## src/rtl/core/lfu_pkg.sv

```systemverilog
// types and constants shared by the lfu cache table modules
`default_nettype none

package lfu_pkg;

	localparam int ENTRIES   = 16;
	localparam int IDX_W     = (ENTRIES > 1) ? $clog2(ENTRIES) : 1;
	localparam int RANK_W    = IDX_W;
	localparam int OCC_W     = $clog2(ENTRIES + 1);
	localparam int CAP_W     = 5;
	localparam int CMP_W     = (CAP_W > OCC_W) ? CAP_W : OCC_W;
	localparam int DATA_W    = 32;
	localparam int CNT_W     = 32;
	localparam int CAP_RESET = 16;

	localparam logic CMD_GET = 1'b0;
	localparam logic CMD_PUT = 1'b1;

	typedef struct packed {
		logic [DATA_W-1:0] key;
		logic [DATA_W-1:0] value;
		logic [CNT_W-1:0]  count;
	} entry_t;

	// one scanned entry as it comes back from the memory
	typedef struct packed {
		logic              rd_valid;
		logic [IDX_W-1:0]  idx;
		logic              valid;
		logic [RANK_W-1:0] rank;
	} scan_tap_t;

	// what the scan has found so far
	typedef struct packed {
		logic              hit;
		logic [IDX_W-1:0]  hit_idx;
		logic [DATA_W-1:0] hit_value;
		logic [CNT_W-1:0]  hit_count;
		logic [RANK_W-1:0] hit_rank;
		logic              vic_have;
		logic [IDX_W-1:0]  vic_idx;
		logic [CNT_W-1:0]  vic_count;
		logic [RANK_W-1:0] vic_rank;
		logic [IDX_W-1:0]  free_idx;
	} scan_res_t;

endpackage

`default_nettype wire

```

## src/rtl/core/lfu_scan.sv

```systemverilog
// scan accumulator: key match, victim selection and first free slot
`default_nettype none

module lfu_scan (
	input  logic                       clk,
	input  logic                       arst_n,
	input  logic                       start,
	input  lfu_pkg::scan_tap_t         tap,
	input  lfu_pkg::entry_t            rd_entry,
	input  logic [lfu_pkg::DATA_W-1:0] key,
	output lfu_pkg::scan_res_t         res
);
	import lfu_pkg::*;

	scan_res_t res_q;
	logic      free_have_q;
	logic      key_match;
	logic      vic_better;

	assign key_match  = (rd_entry.key == key);
	assign vic_better = !res_q.vic_have || (rd_entry.count < res_q.vic_count) ||
		((rd_entry.count == res_q.vic_count) && (tap.rank > res_q.vic_rank));

	always_ff @(posedge clk or negedge arst_n) begin
		if (!arst_n) begin
			res_q       <= '0;
			free_have_q <= 1'b0;
		end else if (start) begin
			res_q.hit      <= 1'b0;
			res_q.vic_have <= 1'b0;
			res_q.free_idx <= '0;
			free_have_q    <= 1'b0;
		end else if (tap.rd_valid) begin
			if (tap.valid) begin
				if (key_match && !res_q.hit) begin
					res_q.hit       <= 1'b1;
					res_q.hit_idx   <= tap.idx;
					res_q.hit_value <= rd_entry.value;
					res_q.hit_count <= rd_entry.count;
					res_q.hit_rank  <= tap.rank;
				end
				if (vic_better) begin
					res_q.vic_have  <= 1'b1;
					res_q.vic_idx   <= tap.idx;
					res_q.vic_count <= rd_entry.count;
					res_q.vic_rank  <= tap.rank;
				end
			end else if (!free_have_q) begin
				free_have_q    <= 1'b1;
				res_q.free_idx <= tap.idx;
			end
		end
	end

	assign res = res_q;

endmodule

`default_nettype wire

```

## src/rtl/core/lfu_cache_table_unit.sv

```systemverilog
// lfu cache table: fully associative key-value store, lfu replacement, lru tiebreak
// each accepted word goes through a scan of every entry of the entry memory through its
// single read port, a last-read state that folds in the final entry, then the commit,
// which writes the result register; the input takes no new word until the commit is done;
// a stalled result word holds the commit of the next word
// reset: all entries invalid, occupancy zero, capacity 16; no clearing pass is needed
`default_nettype none

module lfu_cache_table_unit (
	input  logic                         clk,
	input  logic                         arst_n,
	input  logic                         cfg_wr_en,
	input  logic [lfu_pkg::CAP_W-1:0]    cfg_wr_data,
	input  logic                         in_valid,
	output logic                         in_stall,
	input  logic                         cmd,
	input  logic signed [lfu_pkg::DATA_W-1:0] lookup_key,
	input  logic signed [lfu_pkg::DATA_W-1:0] write_value,
	output logic                         out_valid,
	input  logic                         out_stall,
	output logic                         found,
	output logic signed [lfu_pkg::DATA_W-1:0] read_value
);
	import lfu_pkg::*;

	typedef enum logic [1:0] {ST_IDLE, ST_SCAN, ST_LAST, ST_COMMIT} state_t;

	localparam logic [IDX_W-1:0] LAST_IDX = IDX_W'(ENTRIES - 1);
	localparam logic [CMP_W-1:0] ENT_CMP  = CMP_W'(ENTRIES);

	// control and captured word
	state_t              state_q;
	logic [CAP_W-1:0]    cap_q;
	logic                cmd_q;
	logic [DATA_W-1:0]   key_q;
	logic [DATA_W-1:0]   wval_q;
	logic [IDX_W-1:0]    scan_idx_q;

	// entry memory: key, value and use count, one port read, one port written
	entry_t              entry_mem [ENTRIES];
	entry_t              rd_entry_s1;
	logic                rd_valid_s1;
	logic [IDX_W-1:0]    rd_idx_s1;
	logic                mem_we;
	logic [IDX_W-1:0]    mem_waddr;
	entry_t              mem_wdata;

	// valid bits and recency ranks in flops, updated all at once on commit
	logic [ENTRIES-1:0]  valid_q;
	logic [ENTRIES-1:0]  valid_d;
	logic [RANK_W-1:0]   rank_q [ENTRIES];
	logic [RANK_W-1:0]   rank_d [ENTRIES];
	logic [OCC_W-1:0]    occ_q;

	// result register
	logic                out_valid_q;
	logic                found_q;
	logic [DATA_W-1:0]   read_value_q;

	scan_tap_t           tap;
	scan_res_t           res;

	logic                scan_start;
	logic                do_commit;
	logic                is_put;
	logic [CMP_W-1:0]    cap_eff;
	logic                cap_zero;
	logic                do_touch;
	logic                do_insert;
	logic                evict;
	logic                vic_take;
	logic [IDX_W-1:0]    ins_slot;
	logic [CNT_W-1:0]    new_count;

	// input side is open only between words; the result register decouples the output
	assign in_stall   = (state_q != ST_IDLE);
	assign scan_start = (state_q == ST_IDLE) && in_valid;

	// scan tap: valid and rank of the entry whose memory data arrives this cycle
	assign tap.rd_valid = rd_valid_s1;
	assign tap.idx      = rd_idx_s1;
	assign tap.valid    = valid_q[rd_idx_s1];
	assign tap.rank     = rank_q[rd_idx_s1];

	lfu_scan u_scan (
		.clk      (clk),
		.arst_n   (arst_n),
		.start    (scan_start),
		.tap      (tap),
		.rd_entry (rd_entry_s1),
		.key      (key_q),
		.res      (res)
	);

	// commit decision, from the finished scan
	assign cap_eff   = (CMP_W'(cap_q) > ENT_CMP) ? ENT_CMP : CMP_W'(cap_q);
	assign cap_zero  = (cap_eff == '0);
	assign is_put    = (cmd_q == CMD_PUT);
	assign do_commit = (state_q == ST_COMMIT) && !(out_valid_q && out_stall);
	assign do_touch  = res.hit && (!is_put || !cap_zero);
	assign do_insert = is_put && !cap_zero && !res.hit;
	assign evict     = (CMP_W'(occ_q) >= cap_eff);
	assign vic_take  = evict && res.vic_have;
	assign ins_slot  = evict ? (res.vic_have ? res.vic_idx : '0) : res.free_idx;
	// use count saturates at all ones
	assign new_count = (res.hit_count == '1) ? res.hit_count : res.hit_count + 1'b1;

	assign mem_we    = do_commit && (do_touch || do_insert);
	assign mem_waddr = do_touch ? res.hit_idx : ins_slot;
	always_comb begin
		if (do_touch) begin
			mem_wdata.key   = key_q;
			mem_wdata.value = is_put ? wval_q : res.hit_value;
			mem_wdata.count = new_count;
		end else begin
			mem_wdata.key   = key_q;
			mem_wdata.value = wval_q;
			mem_wdata.count = CNT_W'(1);
		end
	end

	// per-entry rank and valid update, independent across entries
	always_comb begin
		for (int i = 0; i < ENTRIES; i++) begin
			rank_d[i]  = rank_q[i];
			valid_d[i] = valid_q[i];
			if (do_touch) begin
				// entries more recent than the touched one age by one
				if (valid_q[i] && (rank_q[i] < res.hit_rank)) begin
					rank_d[i] = rank_q[i] + 1'b1;
				end
				if (IDX_W'(i) == res.hit_idx) begin
					rank_d[i] = '0;
				end
			end else if (do_insert) begin
				if (valid_q[i]) begin
					if (vic_take && (IDX_W'(i) == res.vic_idx)) begin
						valid_d[i] = 1'b0;
					end else if (vic_take && (rank_q[i] > res.vic_rank)) begin
						// closes the victim's gap and ages by one: no net change
						rank_d[i] = rank_q[i];
					end else begin
						rank_d[i] = rank_q[i] + 1'b1;
					end
				end
				if (IDX_W'(i) == ins_slot) begin
					valid_d[i] = 1'b1;
					rank_d[i]  = '0;
				end
			end
		end
	end

	// memory: written only in commit, read data used only in scan, so the fsm is the interlock
	always_ff @(posedge clk) begin
		if (mem_we) begin
			entry_mem[mem_waddr] <= mem_wdata;
		end
		rd_entry_s1 <= entry_mem[scan_idx_q];
	end

	// rank payload needs no reset: only read behind a valid bit
	always_ff @(posedge clk) begin
		if (do_commit) begin
			for (int i = 0; i < ENTRIES; i++) begin
				rank_q[i] <= rank_d[i];
			end
		end
	end

	// captured word payload
	always_ff @(posedge clk) begin
		if (scan_start) begin
			cmd_q  <= cmd;
			key_q  <= lookup_key;
			wval_q <= write_value;
		end
	end

	// capacity register
	always_ff @(posedge clk or negedge arst_n) begin
		if (!arst_n) begin
			cap_q <= CAP_W'(CAP_RESET);
		end else if (cfg_wr_en) begin
			cap_q <= cfg_wr_data;
		end
	end

	// fsm, scan pipeline, table control state and result register
	always_ff @(posedge clk or negedge arst_n) begin
		if (!arst_n) begin
			state_q      <= ST_IDLE;
			scan_idx_q   <= '0;
			rd_valid_s1  <= 1'b0;
			rd_idx_s1    <= '0;
			valid_q      <= '0;
			occ_q        <= '0;
			out_valid_q  <= 1'b0;
			found_q      <= 1'b0;
			read_value_q <= '0;
		end else begin
			rd_valid_s1 <= (state_q == ST_SCAN);
			rd_idx_s1   <= scan_idx_q;

			unique case (state_q)
				ST_IDLE: begin
					if (in_valid) begin
						scan_idx_q <= '0;
						state_q    <= ST_SCAN;
					end
				end
				ST_SCAN: begin
					if (scan_idx_q == LAST_IDX) begin
						state_q <= ST_LAST;
					end else begin
						scan_idx_q <= scan_idx_q + 1'b1;
					end
				end
				ST_LAST: begin
					// last entry's data is folded into the scan result this cycle
					state_q <= ST_COMMIT;
				end
				ST_COMMIT: begin
					if (do_commit) begin
						state_q <= ST_IDLE;
					end
				end
				default: begin
					state_q <= ST_IDLE;
				end
			endcase

			if (do_commit) begin
				valid_q <= valid_d;
				if (do_insert && !vic_take) begin
					occ_q <= occ_q + 1'b1;
				end
			end

			if (do_commit) begin
				out_valid_q  <= 1'b1;
				found_q      <= res.hit;
				read_value_q <= (!is_put && res.hit) ? res.hit_value : '0;
			end else if (out_valid_q && !out_stall) begin
				out_valid_q <= 1'b0;
			end
		end
	end

	assign out_valid  = out_valid_q;
	assign found      = found_q;
	assign read_value = read_value_q;

endmodule

`default_nettype wire

```

## config.mk

```make
export PLATFORM = sky130hd
export DESIGN_NAME = lfu_cache_table_unit
export DESIGN_NICKNAME = d
export VERILOG_FILES = /design/src/rtl/core/lfu_pkg.sv /design/src/rtl/core/lfu_scan.sv /design/src/rtl/core/lfu_cache_table_unit.sv
export SDC_FILE = /design/constraint.sdc
export NUM_CORES = 2
export LEC_CHECK = 0
export BUFFER_PORTS_ARGS = -buffer_cell sky130_fd_sc_hd__buf_4
export CORE_MARGIN = 5
export CORE_UTILIZATION = 43
export DETAILED_ROUTE_END_ITERATION = 7
export SETUP_SLACK_MARGIN = 0.2
export SLEW_MARGIN = 20
export SYNTH_ARGS = -nofsm -noshare
export SYNTH_HDL_FRONTEND = slang
export SYNTH_SLANG_ARGS = --single-unit
```

## constraint.sdc

```tcl
create_clock -name clk -period 31.9 [get_ports clk]
set_input_delay 4.785 -clock clk [delete_from_list [all_inputs] [get_ports clk]]
set_output_delay 4.785 -clock clk [all_outputs]
set_load 0.1 [all_outputs]
```

* Yosys cells after proc, flatten, opt, wreduce, memory -nomap -nowiden
Memory sizes are Yosys's and may differ from the RTL's. A register that Yosys moved wholly into a read port is not among the register bits.
Index checks and enable logic that the tools add are counted.
** Operators by class
- Add/sub/neg operators :: 19
- Reduce and logical (&&, ||, !) cells :: 94
- Bitwise operators :: 2
- Multiplexer cells :: 211
- $lt $le $gt $ge :: 37
- Eq/ne operators :: 58
** Operators by type and width (count)
- 2-to-1 mux 4 bit :: 136
- 2-to-1 mux 118 bit :: 1
- 2-to-1 mux 114 bit :: 1
- equality test 4 bit, first input constant :: 24
- 2-to-1 mux 32 bit :: 3
- 2-to-1 mux 73 bit :: 1
- adder 4 x 1 -> 4 bit, second input constant :: 17
- > comparator 4 bit :: 17
- equality test 32 bit :: 2
- less-than comparator 4 bit :: 16
- 2-to-1 mux 64 bit :: 1
- logical AND 1 bit :: 61
- 2-to-1 mux 1 bit :: 60
- equality test 3 x 4 -> 1 bit, first input constant :: 12
- 2-to-1 mux 41 bit :: 1
- adder 32 x 1 -> 32 bit, second input constant :: 1
- equality test 32 bit, second input constant :: 1
- less-than comparator 32 bit :: 1
- equality test 2 x 4 -> 1 bit, first input constant :: 6
- AND reduction 3 bit :: 6
- nonzero test 2 bit :: 7
- equality test 1 x 4 -> 1 bit, first input constant :: 3
- logical NOT 4 bit :: 3
- != test 2 bit, second input constant :: 4
- other kinds (20) :: 36
** Storage, ports and cells
- Memory bits (writable) :: 1600
- Word-level logic and storage cells :: 447
- Input bits :: 75
- Register bits :: 255
- Memories kept :: 2
** Memories
- entry_mem :: words 16, width 96, rd ports 1, clocked after memory_dff 1, wr ports 1, RTL line lfu_cache_table_unit.sv:40 : entry_t entry_mem [ENTRIES];
- rank_q :: words 16, width 4, rd ports 17, clocked after memory_dff 0, wr ports 16, RTL line lfu_cache_table_unit.sv:51 : logic [RANK_W-1:0] rank_q [ENTRIES];

* Depth between registers and ports, before layout
- Depth after elaboration :: 11
- Depth in mapped cells :: 14
- Depth with buffers taken out :: 10

* By module
A second synthesis with hierarchy kept.
** Second synthesis, totals
- Cells, all modules :: 3982
- Area total of the unflattened synthesis :: 78266.3 sq um
** By module, submodules not included
- lfu_cache_table_unit :: instances 1, cells each 3552, area each 72554.6 sq um, sequential area each 53697.8 sq um
- lfu_scan :: instances 1, cells each 430, area each 5711.7 sq um, sequential area each 2977.9 sq um

* Least setup slack after synthesis
No wires, ideal clock.
- Path type :: input-to-reg
- Start point :: in out_stall
- End point :: mem entry_mem[1][0] in the netlist's numbering (enable)
- Data required time :: 30839 ps
- Path slack :: 10426 ps
- Buffers on the path :: 1
- Stages :: 4
- Setup time :: 1061 ps
- Data arrival time :: 20413 ps
- Cells stage by stage :: a21bo_2 a311o_1 clkbuf_1 a2111oi_0
** Between the ends
- Longest elaborated chain between the ends :: 6
** Ends and longest elaborated chain
- start: declaration :: RTL line lfu_cache_table_unit.sv:20 : input logic out_stall,
- logical AND 1 bit :: RTL line lfu_cache_table_unit.sv:99 : assign do_commit = (state_q == ST_COMMIT) && !(out_valid_q && out_stall);
- logical NOT 1 bit :: RTL line lfu_cache_table_unit.sv:99
- logical AND 1 bit :: RTL line lfu_cache_table_unit.sv:99
- logical AND 1 bit :: RTL line lfu_cache_table_unit.sv:108 : assign mem_we = do_commit && (do_touch || do_insert);
- 2-to-1 mux 1 bit :: RTL line lfu_cache_table_unit.sv:156 : if (mem_we) begin
- 2-to-1 mux 1 bit (implied by the code) :: RTL line lfu_cache_table_unit.sv:157 : entry_mem[mem_waddr] <= mem_wdata;
- end: declaration :: RTL line lfu_cache_table_unit.sv:40
No other way between the ends.

* Worst setup path in the final report
- Start point :: in out_stall
- End point :: mem entry_mem[0][19] in the netlist's numbering (enable)
Same word-level chain as after synthesis.

==> flow_summary.json <==
{
  "postCtsSetupRepairBufs": 0,
  "overflow": 0,
  "status": "finished clean",
  "cp_common_cell": "buf_4",
  "cts_made_buffers": 196,
  "maxSlewViolCount": 0,
  "p_int_w": 0.005075,
  "die_x_um": 437.8,
  "swShare_pct": 27.90,
  "start_util_pct": 43.12,
  "switchingPower_w": 0.001964,
  "cp-start-kind": "input port",
  "seqPwrFrac_pct": 45.0,
  "rsz0062_at_grt": "no",
  "skew_ns": 0.06810,
  "critical_path.max_stage_delay_ns": 0.87,
  "io_pins": 110,
  "wl_per_cell_um": 26.42,
  "synth_cells": 4016,
  "insertion_delay_ns": 0.83,
  "post-route-min-period_ns": 7.573,
  "fp.dieH_um": 437.8,
  "drive_gt1_share_pct": 25.12,
  "clockPowerShare_pct": 33.1,
  "seq_area_frac_synth_pct": 72.03,
  "antenna_found_initial": 2,
  "yosys_warnings": 0,
  "finalCritPeriodShare_pct": 23.74,
  "synthDistinctLibCells": 74,
  "wirelength_mm": 179.3,
  "fin_setup_tns_ns": 0,
  "synth_top_family_by_area": "multiplexers",
  "synthAdderAreaFrac_pct": 2.815,
  "grt_pass1_vias": 39650,
  "core.rowCount": 157,
  "portBuffers": 109,
  "die_area_mm2": 0.1916,
  "syn_to_final_growth_pct": 13.40,
  "ys_async_sr_fraction_pct": 9.739,
  "nFillCells": 14760,
  "ys_seq_elements": 1951,
  "clockRootBuffer": "clkbuf_16",
  "synth_edf_count": 1665,
  "critical_path_class": "in -> reg",
  "rrSetupSlack_ns": 25.95,
  "avgSynthCellArea_um2": 19.59,
  "leakage_nw": 29.01,
  "vias": 38750,
  "cp.arrival_ns": 7.97,
  "core-area_mm2": 0.1825,
  "cp.required_ns": 32.30,
  "place_ws_ns": 23.43,
  "grt_pass1_wl_mm": 268.3,
  "synth_mux_area_share_pct": 16.72,
  "nNetsFinal": 4478,
  "yosys.area_share.simple_pct": 3.498,
  "multi_input_area_mm2": 0.02114,
  "synthesis.nets": 4268,
  "via_per_inst": 5.710,
  "first_iter_violations": 3224,
  "cpMaxStageDelayCell": "buf_4",
  "cts_sinks": 1951,
  "post_cts_resized": 0,
  "path_cells": "buf_4 -> a21bo_4 -> a311oi_2 -> buf_4 -> o21ai_1 -> nor2_4 -> buf_4 -> buf_4",
  "netlist_area_mm2": 0.07869,
  "vdd_drop_max_mv": 0.05014,
  "seqCellArea_mm2": 0.05669,
  "htree_num_levels": 4,
  "dp_hpwl_mm": 99.88,
  "relSlewSlack_pct": 24.09,
  "synth_compound_area_share_pct": 2.624,
  "path_clk_slew_ns": 0.06,
  "holdCritPathClass": "reg -> reg",
  "fmax_mhz": 132.1,
  "worst-path-max-fanout": 50,
  "power_density_mw_per_mm2": 78.88,
  "p_comb_share_pct": 21.9,
  "maxCapViolCount": 0,
  "grt_max_degree": 97,
  "synth-xor-area-share_pct": 0.9907,
  "max_slew.worst_pin.slew_ns": 1.137,
  "postCtsHoldBufs": 0,
  "setup_viol": 0,
  "firstDrtPassIters": 5,
  "grtUsageTotal_pct": 18.73,
  "antenna_left": 0,
  "diodes": 0,
  "timing.final.hold_violations": 0,
  "end_kind": "flop",
  "drc": 0,
  "setup_ws_ns": 24.33,
  "gp_congestion": 0.8676,
  "cts_tree": "yes",
  "synthFlopType": "edfxtp_1",
  "clock_path_buffers": 3
}
==> worst max-delay path: cells and delay by family <==
kind	cells	cell delay, ns
compound gates	3	0.84
buf+inv	4	2.05
simple gates	1	0.17
==> final timing paths <==
path,start,endpoint,depth (start not counted)
max,out_stall,entry_mem[0][19],8
min,rd_entry_s1[63],u_scan.res[112],1
max reg2reg,scan_idx_q[0],rd_entry_s1[59],7
min reg2reg,rd_entry_s1[63],u_scan.res[112],1
max in group asynchronous,arst_n,scan_idx_q[3],2
min in group asynchronous,arst_n,cap_q[0],1
==> stage by stage <==
step / instances / util [%] / total power, W / instance area, um2 / hold WS (ns)
5_1_grt: 6787 / 48.89 / 0.007367 / 89230 / 0.4631
3_3_place_gp: 6413 / 45.23 / 0.004779 / 82540 / 0.4254
4_1_cts: 6787 / 48.88 / 0.007131 / 89200 / 0.4455
2_1_floorplan: 4016 / - / 0.004312 / 78690 / 0.3704
3_5_place_dp: 6413 / 45.24 / 0.004794 / 82550 / 0.4438
6_report: 6787 / 48.89 / 0.007038 / 89230 / 0.4523
==> power groups by stage <==
stage	logic, W	clock network, W	registers (W)
5_1_grt	0.00168	0.00250	0.00319
3_5_place_dp	0.00157	0	0.00322
3_3_place_gp	0.00156	0	0.00322
4_1_cts	0.00158	0.00238	0.00317
6_report	0.00154	0.00233	0.00316
2_1_floorplan	0.00119	0	0.00312
==> cells by family (layout without fill, tap and decap cells) <==
family	Yosys count	in the layout
compound gates	330	330
mux	642	642
buf+inv	250	636
fa+ha+maj	177	177
flops	1951	1951
xor+xnor	89	89
simple gates	577	577
==> per-layer routing <==
| layer | vias up | wire [um] | global-route usage, % |
|---|---|---|---|
| met4 | 0 | 3757 | 4.550 |
| met3 | 237 | 9154 | 2.839 |
| met2 | 1069 | 87070 | 30.32 |
| met5 | - | 0 | 0 |
| met1 | 20770 | 79320 | 27.02 |
| li1 | 16680 | - | - |
==> area by class of cell <==
| cell class | instances | area share, % |
|---|---|---|
| clock inverters | 117 | 1.499 |
| multi-input cells | 1815 | 23.69 |
| flip-flops and latches | 1951 | 63.54 |
| clock buffers | 257 | 5.957 |
| repair buffers | 187 | 1.652 |
| inverters | 75 | 0.3183 |
| well taps | 2385 | 3.344 |
==> Yosys cell counts (23+ instances only) <==
| library cell | number | share of area [%] |
|---|---|---|
| nor3_1 | 24 | 0.15 |
| inv_1 | 74 | 0.35 |
| xor2_1 | 41 | 0.46 |
| nand4_1 | 48 | 0.38 |
| dfxtp_1 | 96 | 2.4 |
| xnor2_1 | 48 | 0.53 |
| nand2_1 | 204 | 0.97 |
| a21oi_1 | 59 | 0.38 |
| clkbuf_1 | 108 | 0.52 |
| nand3_1 | 45 | 0.29 |
| buf_2 | 34 | 0.22 |
| o21a_1 | 30 | 0.29 |
| o21ai_0 | 98 | 0.62 |
| nor2_1 | 121 | 0.58 |
| buf_1 | 24 | 0.11 |
| nor2b_1 | 45 | 0.36 |
| edfxtp_1 | 1665 | 64 |
| a31oi_1 | 23 | 0.18 |
| dfrtp_1 | 189 | 6.0 |
| mux2_4 | 69 | 1.3 |
| nand2b_1 | 30 | 0.24 |
| ha_1 | 177 | 2.8 |
| mux4_2 | 504 | 14 |
| mux2_1 | 43 | 0.62 |
==> state kept, by name, summed over array words and instances (netlist names), 4 cells and up <==
name / cells
entry_mem: 1536
read_value: 32
cap_q: 5
wval_q: 32
key_q: 32
occ_q: 5
rd_entry_s1: 96
rank_q: 64
rd_idx_s1: 4
scan_idx_q: 4
u_scan.res: 118
valid_q: 16
==> cell usage in the layout, fill, tap and decap left out, types with 9 or more instances in the layout <==
cell       count
a211oi_1      12
a21boi_0      16
a21o_1        16
a21oi_1       55
a31oi_1       22
and2_1         9
buf_4        181
bufinv_16     20
clkbuf_1      44
clkbuf_16    197
clkbuf_8      16
clkinv_1      39
clkinv_16     10
clkinv_2      35
dfrtp_1      185
dfxtp_1       96
edfxtp_1    1665
ha_1         177
inv_1         73
mux2_1        43
mux2_4        69
mux2i_1       17
mux4_2       504
nand2_1      204
nand2b_1      29
nand3_1       45
nand4_1       48
nor2_1       114
nor2b_1       45
nor3_1        22
o211ai_1      10
o21a_1        30
o21ai_0       98
o21ai_1       16
or3_1         11
xnor2_1       48
xor2_1        41
Power figures use the tool's default switching activity.
